<file path="config.mk">
export PLATFORM = sky130hd
export DESIGN_NAME = decimal_precision_square_root_flat
export DESIGN_NICKNAME = d
export VERILOG_FILES = /design/src/rtl/dpsr_pkg.sv /design/src/rtl/dpsr_in_if.sv /design/src/rtl/dpsr_out_if.sv /design/src/rtl/decimal_precision_square_root.sv /design/src/rtl/dpsr_core.sv /design/src/flat_wrapper.sv
export SDC_FILE = /design/constraint.sdc
export NUM_CORES = 1
export LEC_CHECK = 0
export ABC_AREA = 1
export BUFFER_PORTS_ARGS = -buffer_cell sky130_fd_sc_hd__buf_2
export CAP_MARGIN = 20
export CORE_ASPECT_RATIO = 1.25
export CORE_MARGIN = 2
export CORE_UTILIZATION = 50
export DETAILED_ROUTE_END_ITERATION = 8
export PLACE_DENSITY = 0.67
export SLEW_MARGIN = 20
export SYNTH_ARGS = -nofsm -noshare
export SYNTH_HDL_FRONTEND = slang
export SYNTH_SLANG_ARGS = --single-unit
</file>
<file path="constraint.sdc">
create_clock -name clk -period 7.9 [get_ports clk]
set_clock_uncertainty 0.15 [all_clocks]
set_input_delay 1.185 -clock clk [delete_from_list [all_inputs] [get_ports clk]]
set_output_delay 1.185 -clock clk [all_outputs]
set_load 0.02 [all_outputs]
</file>
<file path="src/rtl/dpsr_pkg.sv">
// shared constants, types and width helpers for the decimal-precision square root
package dpsr_pkg;

    localparam int RADICAND_BITS_DEF = 31;
    localparam int MAX_DIGITS_DEF    = 8;
    localparam int DIGITS_W          = 4;

    typedef enum logic [1:0] {
        ST_IDLE,
        ST_SCALE,
        ST_ROOT,
        ST_DONE
    } dpsr_state_t;

    // handshake between the top level and the sequencer
    typedef struct packed {
        logic idle;
        logic done;
    } dpsr_status_t;

    // 100 raised to a small power, evaluated at elaboration
    function automatic longint unsigned pow100(input int d);
        longint unsigned acc;
        acc = 64'd1;
        for (int i = 0; i < d; i++)
        begin
            acc = acc * 64'd100;
        end
        return acc;
    endfunction

    // width of the root of a radicand scaled by 100^max_digits
    function automatic int root_width(input int rad_bits, input int max_digits);
        int scaled_w;
        scaled_w = rad_bits + $clog2(pow100(max_digits));
        return (scaled_w + 1) >> 1;
    endfunction

    function automatic int max_int(input int a, input int b);
        return (a > b) ? a : b;
    endfunction

endpackage

</file>
<file path="src/rtl/dpsr_in_if.sv">
// request channel carrying the radicand and the decimal digit count
interface dpsr_in_if #(
    parameter int RADICAND_BITS = dpsr_pkg::RADICAND_BITS_DEF
);
    logic                            valid;
    logic                            ready;
    logic [RADICAND_BITS-1:0]        radicand;
    logic [dpsr_pkg::DIGITS_W-1:0]   digits;

    modport source (output valid, output radicand, output digits, input ready);
    modport sink   (input valid, input radicand, input digits, output ready);
endinterface

</file>
<file path="src/rtl/dpsr_out_if.sv">
// result channel carrying the scaled square root
interface dpsr_out_if #(
    parameter int ROOT_W = dpsr_pkg::root_width(dpsr_pkg::RADICAND_BITS_DEF,
                                                dpsr_pkg::MAX_DIGITS_DEF)
);
    logic              valid;
    logic              ready;
    logic [ROOT_W-1:0] root_scaled;

    modport source (output valid, output root_scaled, input ready);
    modport sink   (input valid, input root_scaled, output ready);
endinterface

</file>
<file path="src/rtl/decimal_precision_square_root.sv">
// top level: floor(sqrt(radicand * 100^digits)) with one shared add/subtract unit
// sequence: d = min(digits, MAX_DIGITS); 2*d steps of 10x scaling, then one root bit per cycle,
// then the root moves into the output register
// a new request is taken only once the previous root has left the core, later while a result
// waits unread
// reset (rst_n, async, active low) returns the sequencer to idle and empties the output
module decimal_precision_square_root #(
    parameter int RADICAND_BITS = dpsr_pkg::RADICAND_BITS_DEF,
    parameter int MAX_DIGITS    = dpsr_pkg::MAX_DIGITS_DEF
) (
    input  logic        clk,
    input  logic        rst_n,
    dpsr_in_if.sink     in_ch,
    dpsr_out_if.source  out_ch
);

    // root width follows from the radicand width and the largest digit count
    localparam int ROOT_W = dpsr_pkg::root_width(RADICAND_BITS, MAX_DIGITS);

    dpsr_pkg::dpsr_status_t status;
    logic [ROOT_W-1:0]      core_root;
    logic                   start;
    logic                   take;

    // output register
    logic              out_valid_reg, out_valid_next;
    logic [ROOT_W-1:0] out_root_reg, out_root_next;

    // new request only while the sequencer is idle
    assign in_ch.ready = status.idle;
    assign start       = in_ch.valid & in_ch.ready;

    // move the finished root into the output slot when it is free or being drained
    assign take = status.done & (~out_valid_reg | out_ch.ready);

    dpsr_core #(
        .RADICAND_BITS (RADICAND_BITS),
        .MAX_DIGITS    (MAX_DIGITS),
        .ROOT_W        (ROOT_W)
    ) u_core (
        .clk      (clk),
        .rst_n    (rst_n),
        .start    (start),
        .radicand (in_ch.radicand),
        .digits   (in_ch.digits),
        .take     (take),
        .status   (status),
        .root     (core_root)
    );

    always_comb
    begin
        out_valid_next = out_valid_reg;
        out_root_next  = out_root_reg;
        if (out_valid_reg && out_ch.ready)
        begin
            out_valid_next = 1'b0;
        end
        if (take)
        begin
            out_valid_next = 1'b1;
            out_root_next  = core_root;
        end
    end

    always_ff @(posedge clk or negedge rst_n)
    begin
        if (!rst_n)
        begin
            out_valid_reg <= 1'b0;
        end
        else
        begin
            out_valid_reg <= out_valid_next;
        end
    end

    // payload needs no reset
    always_ff @(posedge clk)
    begin
        out_root_reg <= out_root_next;
    end

    assign out_ch.valid       = out_valid_reg;
    assign out_ch.root_scaled = out_root_reg;

endmodule

</file>
<file path="src/rtl/dpsr_core.sv">
// sequencer and shared add/subtract unit: decimal scaling then restoring root
module dpsr_core #(
    parameter int RADICAND_BITS = dpsr_pkg::RADICAND_BITS_DEF,
    parameter int MAX_DIGITS    = dpsr_pkg::MAX_DIGITS_DEF,
    parameter int ROOT_W        = dpsr_pkg::root_width(RADICAND_BITS, MAX_DIGITS)
) (
    input  logic                          clk,
    input  logic                          rst_n,
    input  logic                          start,
    input  logic [RADICAND_BITS-1:0]      radicand,
    input  logic [dpsr_pkg::DIGITS_W-1:0] digits,
    input  logic                          take,
    output dpsr_pkg::dpsr_status_t        status,
    output logic [ROOT_W-1:0]             root
);

    localparam int NW    = 2 * ROOT_W;
    localparam int REM_W = ROOT_W + 1;
    localparam int CNT_W = $clog2(dpsr_pkg::max_int(2 * MAX_DIGITS, ROOT_W) + 1);
    localparam logic [dpsr_pkg::DIGITS_W-1:0] DIG_MAX = dpsr_pkg::DIGITS_W'(MAX_DIGITS);
    localparam logic [CNT_W-1:0] ROOT_STEPS = CNT_W'(ROOT_W);
    localparam logic [CNT_W-1:0] CNT_ONE    = CNT_W'(1);

    dpsr_pkg::dpsr_state_t state_reg, state_next;
    logic [NW-1:0]    n_reg, n_next;
    logic [REM_W-1:0] rem_reg, rem_next;
    logic [ROOT_W-1:0] root_reg, root_next;
    logic [CNT_W-1:0] cnt_reg, cnt_next;

    logic [dpsr_pkg::DIGITS_W-1:0] dig_sat;
    logic [CNT_W-1:0] scale_steps;

    // shared add/subtract unit
    logic [NW-1:0] alu_a, alu_b;
    logic          alu_sub;
    logic [NW:0]   alu_sum;
    logic          alu_carry;

    assign alu_sum   = {1'b0, alu_a} + {1'b0, (alu_sub ? ~alu_b : alu_b)} + (NW+1)'(alu_sub);
    assign alu_carry = alu_sum[NW];

    assign dig_sat     = (digits > DIG_MAX) ? DIG_MAX : digits;
    assign scale_steps = CNT_W'({dig_sat, 1'b0});

    always_ff @(posedge clk or negedge rst_n)
    begin
        if (!rst_n)
        begin
            state_reg <= dpsr_pkg::ST_IDLE;
            cnt_reg   <= '0;
        end
        else
        begin
            state_reg <= state_next;
            cnt_reg   <= cnt_next;
        end
    end

    always_ff @(posedge clk)
    begin
        n_reg    <= n_next;
        rem_reg  <= rem_next;
        root_reg <= root_next;
    end

    always_comb
    begin
        state_next = state_reg;
        cnt_next   = cnt_reg;
        n_next     = n_reg;
        rem_next   = rem_reg;
        root_next  = root_reg;
        alu_a      = '0;
        alu_b      = '0;
        alu_sub    = 1'b0;

        case (state_reg)
            dpsr_pkg::ST_IDLE:
            begin
                if (start)
                begin
                    n_next    = NW'(radicand);
                    rem_next  = '0;
                    root_next = '0;
                    if (scale_steps == '0)
                    begin
                        cnt_next   = ROOT_STEPS;
                        state_next = dpsr_pkg::ST_ROOT;
                    end
                    else
                    begin
                        cnt_next   = scale_steps;
                        state_next = dpsr_pkg::ST_SCALE;
                    end
                end
            end
            dpsr_pkg::ST_SCALE:
            begin
                // n * 10 = n*8 + n*2
                alu_a  = n_reg << 3;
                alu_b  = n_reg << 1;
                n_next = alu_sum[NW-1:0];
                cnt_next = cnt_reg - CNT_ONE;
                if (cnt_reg == CNT_ONE)
                begin
                    cnt_next   = ROOT_STEPS;
                    state_next = dpsr_pkg::ST_ROOT;
                end
            end
            dpsr_pkg::ST_ROOT:
            begin
                // bring down two bits, try root*4 + 1
                alu_a   = NW'({rem_reg, n_reg[NW-1 -: 2]});
                alu_b   = NW'({root_reg, 2'b01});
                alu_sub = 1'b1;
                if (alu_carry)
                begin
                    rem_next  = alu_sum[REM_W-1:0];
                    root_next = {root_reg[ROOT_W-2:0], 1'b1};
                end
                else
                begin
                    rem_next  = alu_a[REM_W-1:0];
                    root_next = {root_reg[ROOT_W-2:0], 1'b0};
                end
                n_next   = n_reg << 2;
                cnt_next = cnt_reg - CNT_ONE;
                if (cnt_reg == CNT_ONE)
                begin
                    state_next = dpsr_pkg::ST_DONE;
                end
            end
            dpsr_pkg::ST_DONE:
            begin
                if (take)
                begin
                    state_next = dpsr_pkg::ST_IDLE;
                end
            end
            default:
            begin
                state_next = dpsr_pkg::ST_IDLE;
            end
        endcase
    end

    assign status.idle = (state_reg == dpsr_pkg::ST_IDLE);
    assign status.done = (state_reg == dpsr_pkg::ST_DONE);
    assign root        = root_reg;

endmodule

</file>
<file path="src/flat_wrapper.sv">
// flat-port wrapper written by rule: the top's interface ports become plain ports
module decimal_precision_square_root_flat 
#(
    parameter int RADICAND_BITS = dpsr_pkg::RADICAND_BITS_DEF,
    parameter int MAX_DIGITS    = dpsr_pkg::MAX_DIGITS_DEF
)
  (clk, rst_n, in_ch_valid, in_ch_radicand, in_ch_digits, in_ch_ready, out_ch_valid, out_ch_root_scaled, out_ch_ready);
  dpsr_in_if #(.RADICAND_BITS(RADICAND_BITS)) in_ch_i ();
  dpsr_out_if out_ch_i ();
  input  logic clk;
  input  logic rst_n;
  input wire logic [$bits(in_ch_i.valid)-1:0] in_ch_valid;
  input wire logic [$bits(in_ch_i.radicand)-1:0] in_ch_radicand;
  input wire logic [$bits(in_ch_i.digits)-1:0] in_ch_digits;
  output wire logic [$bits(in_ch_i.ready)-1:0] in_ch_ready;
  output wire logic [$bits(out_ch_i.valid)-1:0] out_ch_valid;
  output wire logic [$bits(out_ch_i.root_scaled)-1:0] out_ch_root_scaled;
  input wire logic [$bits(out_ch_i.ready)-1:0] out_ch_ready;
  assign in_ch_i.valid = in_ch_valid;
  assign in_ch_i.radicand = in_ch_radicand;
  assign in_ch_i.digits = in_ch_digits;
  assign in_ch_ready = in_ch_i.ready;
  assign out_ch_valid = out_ch_i.valid;
  assign out_ch_root_scaled = out_ch_i.root_scaled;
  assign out_ch_i.ready = out_ch_ready;
  decimal_precision_square_root #(.RADICAND_BITS(RADICAND_BITS), .MAX_DIGITS(MAX_DIGITS)) u_core (.clk(clk), .rst_n(rst_n), .in_ch(in_ch_i), .out_ch(out_ch_i));
endmodule
</file>
* Word-level counts from Yosys, hierarchy flattened
Index checks and enable logic that the tools add are counted.
Cells by class: $add $sub $neg 3, $lt $le $gt $ge 1, equality and inequality tests 8, multiplexer cells 25, bitwise gates (word level) 5, reductions and logical operators 9
Operators by type and width (count):
- $pmux 86 s2 | 2
- $pmux 86 s3 | 1
- $mux 86 | 2
- $mux 44 | 2
- $pmux 44 s2 | 1
- $add 86x86->87 | 1
- $add 87x1->87 | 1
- $not 86->86 | 1
- $pmux 43 s2 | 1
- $mux 43 | 1
- $mux 6 | 3
- $pmux 6 s3 | 1
- $mux 2 | 5
- $pmux 2 s4 | 1
- $eq 6x1->1 const B | 1
- $logic_not 6->1 | 1
- $ne 2x2->1 const B | 3
- $sub 6x1->6 const B | 1
- $eq 2x2->1 const B | 2
- $gt 4x4->1 const B | 1
- $mux 1 | 4
- $mux 4 | 1
- $reduce_and 2->1 | 2
- $reduce_and 4->1 | 1
- other kinds (9) | 11
Storage, ports and cells: bits in registers 225, input port bits 39, output and inout bits 45, logic and storage cells 58

* Depth between registers and ports, before layout
Gate-level depths: netlist of the first run.
depth in word-level cells 8, mapped depth 26, depth with buffers taken out 23

* Modules after synthesis
A second synthesis of the first run with hierarchy kept.
Unflattened totals: cell total of the unflattened synthesis 3101, area total of the unflattened synthesis 19772.7 um2
Modules (own cells, without submodules):
- dpsr_core | times used 1, cells an instance 3050, area each 18425.2 um2, seq. area each 5395.2 um2
- decimal_precision_square_root | times used 1, cells an instance 51, area each 1347.5 um2, seq. area each 1316.3 um2

* Least setup slack after synthesis of the first run
No wires, ideal clock.
kind in2reg, start point in in_ch_valid, end point reg u_core.u_core.cnt_reg[2], setup time 131 ps, arrival 5895 ps, required time 7619 ps, setup slack 1724 ps, cell stages on the path 5, buffers on the path 0, path through nor2_1 nor2_1 inv_1 a21oi_1 a21oi_1
On the way: longest elaborated chain between the ends 3
Ends and longest elaborated chain:
- start: declaration | RTL line flat_wrapper.sv:12 | input wire logic [$bits(in_ch_i.valid)-1:0] in_ch_valid;
- $and 1x1->1 | RTL line decimal_precision_square_root.sv:31 | assign start = in_ch.valid & in_ch.ready;
- $ne 2x2->1 (no line)
- $reduce_and 2->1 (no line)
- end signal: assignment | RTL line dpsr_core.sv:55 | cnt_reg <= cnt_next;
- end: declaration | RTL line dpsr_core.sv:28 | logic [CNT_W-1:0] cnt_reg, cnt_next;
No other way between the ends. A chain may end at the register's enable or synchronous reset.

* Worst setup path after layout of the first run
start point reg u_core.u_core.state_reg[0], end point reg u_core.u_core.rem_reg[36], data pin
On the way: longest elaborated chain between the ends 8, elaborated cells between the ends (all ways) 12, classes of those cells add/sub: 2; eq/ne: 2; mux: 6; bitwise: 1; reduce/logical: 1
Ends and longest elaborated chain:
- start: declaration | RTL line dpsr_core.sv:24 | dpsr_pkg::dpsr_state_t state_reg, state_next;
- start signal: assignment | RTL line dpsr_core.sv:49 | state_reg <= dpsr_pkg::ST_IDLE;
- start signal: assignment | RTL line dpsr_core.sv:54 | state_reg <= state_next;
- $eq 2x2->1 / $eq 2x1->1 (equally long branches) | RTL line dpsr_core.sv:77 | case (state_reg)
- $pmux 86 s2 | RTL line dpsr_core.sv:77
- $not 86->86 | RTL line dpsr_core.sv:39 | assign alu_sum = {1'b0, alu_a} + {1'b0, (alu_sub ? ~alu_b : alu_b)} + (NW+1)'(alu_sub);
- $mux 86 | RTL line dpsr_core.sv:39
- $add 86x86->87 | RTL line dpsr_core.sv:39
- $add 87x1->87 | RTL line dpsr_core.sv:39
- $mux 44 | RTL line dpsr_core.sv:116 | if (alu_carry)
- $pmux 44 s2 (*) | RTL line dpsr_core.sv:77
- end signal: assignment | RTL line dpsr_core.sv:62 | rem_reg <= rem_next;
- end: declaration | RTL line dpsr_core.sv:26 | logic [REM_W-1:0] rem_reg, rem_next;
Mark *: on every way between the ends. The rest lies on a longest branch, timed or not.

==> results of run 1 <==
-- synth_stat cells (7+ instances only) --
| library cell | number |
|---|---|
| sky130_fd_sc_hd__nand2_1 | 1218 |
| sky130_fd_sc_hd__nand3_1 | 121 |
| sky130_fd_sc_hd__inv_1 | 615 |
| sky130_fd_sc_hd__o21ai_0 | 130 |
| sky130_fd_sc_hd__nand3b_1 | 13 |
| sky130_fd_sc_hd__nor2_2 | 50 |
| sky130_fd_sc_hd__ha_1 | 93 |
| sky130_fd_sc_hd__o22ai_1 | 16 |
| sky130_fd_sc_hd__nor2_1 | 277 |
| sky130_fd_sc_hd__a21oi_1 | 97 |
| sky130_fd_sc_hd__o211ai_1 | 40 |
| sky130_fd_sc_hd__xnor2_1 | 27 |
| sky130_fd_sc_hd__edfxtp_1 | 216 |
| sky130_fd_sc_hd__inv_2 | 7 |
| sky130_fd_sc_hd__clkbuf_1 | 53 |
| sky130_fd_sc_hd__buf_1 | 12 |
| sky130_fd_sc_hd__nor3_1 | 19 |
| sky130_fd_sc_hd__o21bai_1 | 20 |
| sky130_fd_sc_hd__nand4_1 | 16 |
| sky130_fd_sc_hd__dfrtp_1 | 9 |
| sky130_fd_sc_hd__xor2_1 | 48 |
-- through the flow --
| stage | worst slack [ns] | power, µW | hold slack, ns |
|---|---|---|---|
| 2_1_floorplan | 1.724 | 5034 | 0.2762 |
| 4_1_cts | 2.127 | 7419 | 0.3128 |
| 3_5_place_dp | 2.167 | 6175 | 0.2985 |
| 5_1_grt | 1.610 | 7967 | 0.3259 |
| 6_report | 2.093 | 7427 | 0.3127 |
| 3_3_place_gp | 2.304 | 6101 | 0.2903 |
-- cell type report --
class,instances,area [µm²]
repair buffers,105,633.1
clock buffers,30,654.4
fillers,3983,17480
clock inverters,15,176.4
well taps,498,623.1
flip-flops and latches,225,6711
multi-input cells,2210,10590
inverters,624,2345
-- kinds of logic after synthesis --
group                    share of synthesized area
AO/OA/AOI/OAI                              0.08746
adder cells (fa/ha/maj)                    0.05931
XOR/XNOR                                   0.03292
AND/OR/NAND/NOR                             0.3483
buffers and inverters                       0.1357
flip-flops                                  0.3363
-- routing by layer --
metal / part of all wire / vias up / track usage
li1: - / 9789 / -
met1: 0.39 / 8891 / 0.3729
met2: 0.52 / 553 / 0.6239
met3: 0.045 / 131 / 0.02560
met4: 0.047 / 0 / 0.1394
met5: 0 / - / 0
-- report_power, final --
part	internal, µW	leakage, µW	total [µW]	switching (µW)
Combinational	1160	0.00869	3820	2660
Sequential	2080	0.00231	2380	309
Clock	696	0.000406	1220	524
Total	3930	0.0114	7430	3500
-- final timing paths --
| kind | from | endpoint | slack [ns] | cells past startpoint |
|---|---|---|---|---|
| max in group asynchronous | rst_n | u_core.u_core.cnt_reg[3] | 7.07 | 1 |
| worst max register to register | u_core.u_core.state_reg[0] | u_core.u_core.rem_reg[36] | 2.09 | 21 |
| min in group asynchronous | rst_n | u_core.out_ch.valid | 0.32 | 1 |
| worst max-delay path | u_core.u_core.state_reg[0] | u_core.u_core.rem_reg[36] | 2.09 | 21 |
| worst min-delay path | u_core.u_core.root[23] | u_core.out_ch.root_scaled[23] | 0.31 | 0 |
| worst min register to register | u_core.u_core.root[23] | u_core.out_ch.root_scaled[23] | 0.31 | 0 |
-- critical path: cells and delay by family, from the launching register on --
| family | cells | cell delay [ns] |
|---|---|---|
| AND/OR/NAND/NOR | 13 | 2.46 |
| AO/OA/AOI/OAI | 1 | 0.10 |
| buffers and inverters | 5 | 1.22 |
| flip-flops | 1 | 0.40 |
| adder cells (fa/ha/maj) | 2 | 1.07 |
==> run summary, run 1 <==
==================================================================================================
Library cell contributing the largest single delay on the critical path ............. sky130_fd_sc_hd__ha_1
Initial DRC Count ...................................................................        1,547
Number of top-level pins ............................................................           84
Most Frequent Cell on Critical Path ................................................. sky130_fd_sc_hd__nand2_1
Count of nets after finishing .......................................................        3,324
Leading cell types in the layout, fill and taps excluded ............................ 1,217 x sky130_fd_sc_hd__nand2_1, 614 x sky130_fd_sc_hd__inv_1, 276 x sky130_fd_sc_hd__nor2_1
Final setup viols ...................................................................            0
Setup repair after global routing missed its margin .................................        false
Root Buffer Master .................................................................. sky130_fd_sc_hd__clkbuf_16
Post-Synthesis Net Count ............................................................        3,266
Gate Count Post-Synth ...............................................................        3,133
Pleak ...............................................................................   0.01141 µW
Post-Route WL .......................................................................    67,830 µm
Via count of the first global-routing pass ..........................................       18,950
Overall track demand over capacity in global routing ................................       0.3266
TritonCTS buffer count ..............................................................           25
Largest net degree at the start of global routing ...................................           79
Number of flip-flops in the largest register ........................................           86
Post-detailed-route count of antenna-violating nets .................................            0
Detailed-routing iteration count for the pre-antenna-repair pass ....................            6
Total vias in the final route .......................................................       19,360
Num rows ............................................................................           81
Area grow syn2layout ................................................................       8.922%
Placer congestion estimate ..........................................................        1.043
Start-to-end type of the worst setup path ...........................................      reg2reg
Portion of the clock cycle consumed by the worst path in the final layout ...........       0.7351
Number of distinct library cell variants in the gate-level netlist after synthesis ..           36
Clock insertion delay at the later pin of the skew report ...........................      0.57 ns
Width of the die ....................................................................     182.7 µm
Number of antenna violations at the first check in global routing ...................            0
Largest cells by area after synthesis ............................................... sky130_fd_sc_hd__edfxtp_1 33%, sky130_fd_sc_hd__nand2_1 23%, sky130_fd_sc_hd__inv_1 12%, sky130_fd_sc_hd__ha_1 5.8%, sky130_fd_sc_hd__nor2_1 5.2%
Pins Over Slew Limit ................................................................            0
Post-Layout Cell Count ..............................................................        3,707
Initial Util ........................................................................       0.5088
Fraction of synthesized cell area taken by the top area cell type ...................       0.3250
Count of synthesis-stage warnings from yosys ........................................            0
Clock sink total ....................................................................          225
Post-cts hold buffer count ..........................................................            0
Slew at the pin with the worst max-slew slack .......................................    0.9134 ns
Util after Layout ...................................................................       0.5542
Most frequent standard cell in the layout excluding fill and tap cells .............. sky130_fd_sc_hd__nand2_1
Setup Total Neg Slack ...............................................................         0 ns
Maximum buffer depth of the clock tree ..............................................            3
Cell Area, Synth ....................................................................  0.01996 mm²
Synthesized area per cell ...........................................................    6.370 µm²
Avg WL per Cell .....................................................................     18.30 µm
Remaining global-route overflow .....................................................            0
CTS tree ............................................................................         done
Wire length of the first global-routing pass ........................................   104,500 µm
Placeable core region ...............................................................  0.03922 mm²
Gates resized, CTS repair ...........................................................            0
Maximum fanout encountered on the critical timing path ..............................           77
Post-synth EDFFs ....................................................................          216
N_diodes ............................................................................            0
Power density over the cells ........................................................ 341.7 mW/mm²
Maxcap violations ...................................................................            0
Fraction of final layout cells sized beyond drive strength 1 ........................      0.06762
Outcome ............................................................................. finished clean
Data arrival time of the critical path ..............................................      5.97 ns
Remaining DRCs ......................................................................            0
H-tree Lvls .........................................................................            1
Post-synthesis register bit count ...................................................          225
Die Ht ..............................................................................     227.4 µm
Instance area after placement .......................................................  0.02088 mm²
Post-CTS Repair Setup Buffers .......................................................            0
Vias per Instance ...................................................................        5.224
Critical path capture point type ....................................................         flop
Primary FF master, synth ............................................................ sky130_fd_sc_hd__edfxtp_1
Yosys top cell by area .............................................................. sky130_fd_sc_hd__edfxtp_1
Number of placed instances, taps included ...........................................        3,661
Async SR Flop Fraction ..............................................................      0.04000
Cell area after layout ..............................................................  0.02174 mm²
Count of input and output buffers ...................................................           83
Sequential cell area fraction in the yosys report ...................................       0.3363
List of cells traversed by the critical path ........................................ inv_1, ha_1, nand2_4, inv_1, buf_4, nand2_1, nand2_1, o21ai_0, ha_1, nand2_1, nor2_1, inv_1, nor2_2, nand2_1, nor2_1, nand3_2, nand3_4, buf_4, nand2_1, nand2_1, nor2_1
Worst slew margin ...................................................................       0.3910
FMAX ................................................................................    172.2 MHz
Worst IR Drop VDD ...................................................................    0.2726 mV
Final HPWL DP .......................................................................    54,580 µm
Nature of the critical path startpoint ..............................................         flop
Die Footprint .......................................................................  0.04154 mm²
Number of endpoints with negative hold slack in the final report ....................            0
Clock transition time at the flip-flop clock pins of the worst setup and hold paths .      0.06 ns
Worst Hold Class ....................................................................      reg2reg
Data required time of the critical path .............................................      8.07 ns
Shortest period the worst path allows ...............................................     5.807 ns
Worst stage delay on the critical path ..............................................      0.69 ns
==================================================================================================
Power figures use the tool's default switching activity.
==> run 2: changes to the inputs <==
==> constraint.sdc (replaced) <==
create_clock -name clk -period 5.4 [get_ports clk]
set_clock_uncertainty 0.15 [all_clocks]
set_input_delay 0.81 -clock clk [delete_from_list [all_inputs] [get_ports clk]]
set_output_delay 0.81 -clock clk [all_outputs]
set_load 0.02 [all_outputs]
==> run 2 against run 1 <==
Compared with the run above:
- utilization increased by 0.41 points
- die area unchanged
- first-iteration DRC count increased by 0.97%
- register-to-register slack got worse by 1.6 ns
- critical path depth unchanged
- cell count increased by 0.51%
- critical path type unchanged
- design area increased by 0.73%
- worst setup slack got worse by 1.6 ns
==> run summary, run 2 (synthesis results as in run 1) <==
==================================================================================================
Outcome ............................................................................. finished clean
CTS tree ............................................................................         done
Post-Layout Cell Count ..............................................................        3,726   +0.51%
Shortest period the worst path allows ...............................................     4.877 ns   -0.9298 ns
Clock insertion delay at the later pin of the skew report ...........................      0.56 ns   about the same
Portion of the clock cycle consumed by the worst path in the final layout ...........       0.9032   +0.1681
Data required time of the critical path .............................................      5.54 ns   -2.53 ns
Clock transition time at the flip-flop clock pins of the worst setup and hold paths .      0.06 ns   about the same
Internal power ......................................................................      5744 µW   +46%
Width of the die ....................................................................     182.7 µm   unchanged
Proportion of power drawn by the clock network ......................................        0.154   -0.010
Power density over the cells ........................................................ 495.6 mW/mm²   +45%
Start-to-end type of the worst setup path ...........................................      reg2reg
Final setup viols ...................................................................            0   unchanged
Detailed-routing iteration count for the pre-antenna-repair pass ....................            6   unchanged
Data arrival time of the critical path ..............................................      5.02 ns   -0.95 ns
TritonCTS buffer count ..............................................................           24   -4.0%
Count of nets after finishing .......................................................        3,344   +0.60%
Avg WL per Cell .....................................................................     18.35 µm   +0.26%
Setup Total Neg Slack ...............................................................         0 ns   unchanged
Total vias in the final route .......................................................       19,700   +1.8%
Placeable core region ...............................................................  0.03922 mm²   unchanged
Number of placed instances, taps included ...........................................        3,681   +0.55%
Area grow syn2layout ................................................................       9.718%
Count of input and output buffers ...................................................           83   unchanged
Placer congestion estimate ..........................................................        1.122   +7.5%
Worst Hold Class ....................................................................      reg2reg
FMAX ................................................................................    205.0 MHz   +19%
Die Footprint .......................................................................  0.04154 mm²   unchanged
Most frequent standard cell in the layout excluding fill and tap cells .............. sky130_fd_sc_hd__nand2_1
Worst stage delay on the critical path ..............................................      0.48 ns   -0.21 ns
Nature of the critical path startpoint ..............................................         flop
Number of endpoints with negative hold slack in the final report ....................            0   unchanged
Post-detailed-route count of antenna-violating nets .................................            0   unchanged
Wire length of the first global-routing pass ........................................   104,800 µm   +0.30%
Post-Route WL .......................................................................    68,360 µm   +0.77%
Switching Fraction ..................................................................       0.4707   about the same
Fraction of final layout cells sized beyond drive strength 1 ........................      0.07156   +0.003939
Clock sink total ....................................................................          225   unchanged
Library cell contributing the largest single delay on the critical path ............. sky130_fd_sc_hd__ha_1
Leading cell types in the layout, fill and taps excluded ............................ 1,217 x sky130_fd_sc_hd__nand2_1, 614 x sky130_fd_sc_hd__inv_1, 276 x sky130_fd_sc_hd__nor2_1
Number of antenna violations at the first check in global routing ...................            0   unchanged
Pins Over Slew Limit ................................................................            0   unchanged
H-tree Lvls .........................................................................            1   unchanged
Num rows ............................................................................           81   unchanged
Sequential group share of total power ...............................................        0.320   about the same
Root Buffer Master .................................................................. sky130_fd_sc_hd__clkbuf_16
Final HPWL DP .......................................................................    55,650 µm   +2.0%
Die Ht ..............................................................................     227.4 µm   unchanged
Initial Util ........................................................................       0.5088   unchanged
Slew at the pin with the worst max-slew slack .......................................    0.8710 ns   -0.04245 ns
Maximum fanout encountered on the critical timing path ..............................           44   -43%
Maxcap violations ...................................................................            0   unchanged
N_diodes ............................................................................            0   unchanged
Overall track demand over capacity in global routing ................................       0.3266   about the same
Combinational Power Share ...........................................................        0.526   +0.011
Number of top-level pins ............................................................           84   unchanged
Worst IR Drop VDD ...................................................................    0.3383 mV   +24%
List of cells traversed by the critical path ........................................ inv_1, ha_1, nand2_1, inv_4, nand2_1, o211ai_1, inv_1, ha_1, nand2_1, inv_1, nand2_1, nor2_1, nand4_1, nand3_1, nand2_1, nand2_1, nand2_1, nand2_1, nand2_1, nand3_1, nand2_1
Remaining global-route overflow .....................................................            0   unchanged
Critical path capture point type ....................................................         flop
Maximum buffer depth of the clock tree ..............................................            3   unchanged
Gates resized, CTS repair ...........................................................            0   unchanged
Via count of the first global-routing pass ..........................................       19,170   +1.1%
Number of flip-flops in the largest register ........................................           86   unchanged
Remaining DRCs ......................................................................            0   unchanged
Most Frequent Cell on Critical Path ................................................. sky130_fd_sc_hd__nand2_1
Largest net degree at the start of global routing ...................................           90   +14%
Worst hold slack ....................................................................    0.2964 ns   -0.01626 ns
Vias per Instance ...................................................................        5.288   +1.2%
Worst slew margin ...................................................................       0.4181   +0.02701
Initial DRC Count ...................................................................        1,562   +0.97%
Pleak ...............................................................................   0.01150 µW   +0.79%
Cell depth of the worst hold path ...................................................            0   unchanged
Setup repair after global routing missed its margin .................................        false
Switching component of the power ....................................................      5107 µW   +46%
Count of cells along the worst register-to-register path ............................           21   unchanged
==================================================================================================
## run 2: changes by cell type in the layout (fill, tap and decap cells not counted), sizes merged
cell         previous run  this run
buf                   105       125
dlygate4sd3             0         1
clkinv                  8        10
inv                   626       621
bufinv                  3         2
clkbuf                 30        32
## run 2: layout make-up
class,instances,area [µm²]
clock buffers,32,661.9
clock inverters,11,112.6
fillers,3965,17330
inverters,624,2345
multi-input cells,2210,10590
flip-flops and latches,225,6711
well taps,498,623.1
repair buffers,126,848.3
## run 2: path summary, 6_finish.rpt
kind                                            startpoint                            end  slack (ns)
worst max register to register  u_core.u_core.state_reg[0]        u_core.u_core.n_reg[68]        0.52
worst max-delay path            u_core.u_core.state_reg[0]        u_core.u_core.n_reg[68]        0.52
worst min-delay path                u_core.u_core.root[37]  u_core.out_ch.root_scaled[37]        0.30
min in group asynchronous                            rst_n            u_core.out_ch.valid        0.50
max in group asynchronous                            rst_n       u_core.u_core.cnt_reg[5]        4.41
worst min register to register      u_core.u_core.root[37]  u_core.out_ch.root_scaled[37]        0.30
## run 2: power groups by stage
stage / clock network (µW) / registers, µW / logic [µW]
after detailed placement: 0 / 3490 / 5620
after global routing: 1750 / 3550 / 6320
after floorplan: 0 / 3470 / 3850
after CTS: 1700 / 3470 / 5640
after global placement: 0 / 3480 / 5540
final: 1670 / 3470 / 5700
## run 2: repair_timing
action	in CTS	in global routing
endpoints found under the hold margin	9	0
setup buffers	0	0
hold buffers	1	0
## run 2: critical path, delay by kind of cell, from the launching register on
| kind | cells | cell delay [ns] |
|---|---|---|
| buffers and inverters | 4 | 0.66 |
| adder cells (fa/ha/maj) | 2 | 0.86 |
| AND/OR/NAND/NOR | 14 | 2.28 |
| flip-flops | 1 | 0.40 |
| AO/OA/AOI/OAI | 1 | 0.24 |
## run 2: layer usage
layer  global-route usage  up-vias  share of wire
met5                    0        -              0
met4               0.1379        0          0.044
met3              0.02400      130          0.047
met2               0.6231      629           0.52
met1               0.3749     9132           0.39
li1                     -     9813              -
## run 2: through the flow
step	instance area, µm²	utilization	setup slack (ns)	power, µW
6_report	21900	0.5583	0.5225	10850
5_1_grt	21900	0.5583	0.2816	11620
4_1_cts	21870	0.5576	0.6562	10810
3_5_place_dp	21080	0.5376	0.6378	9108
3_3_place_gp	21080	0.5376	0.6414	9017
2_1_floorplan	19960	-	1.056	7320
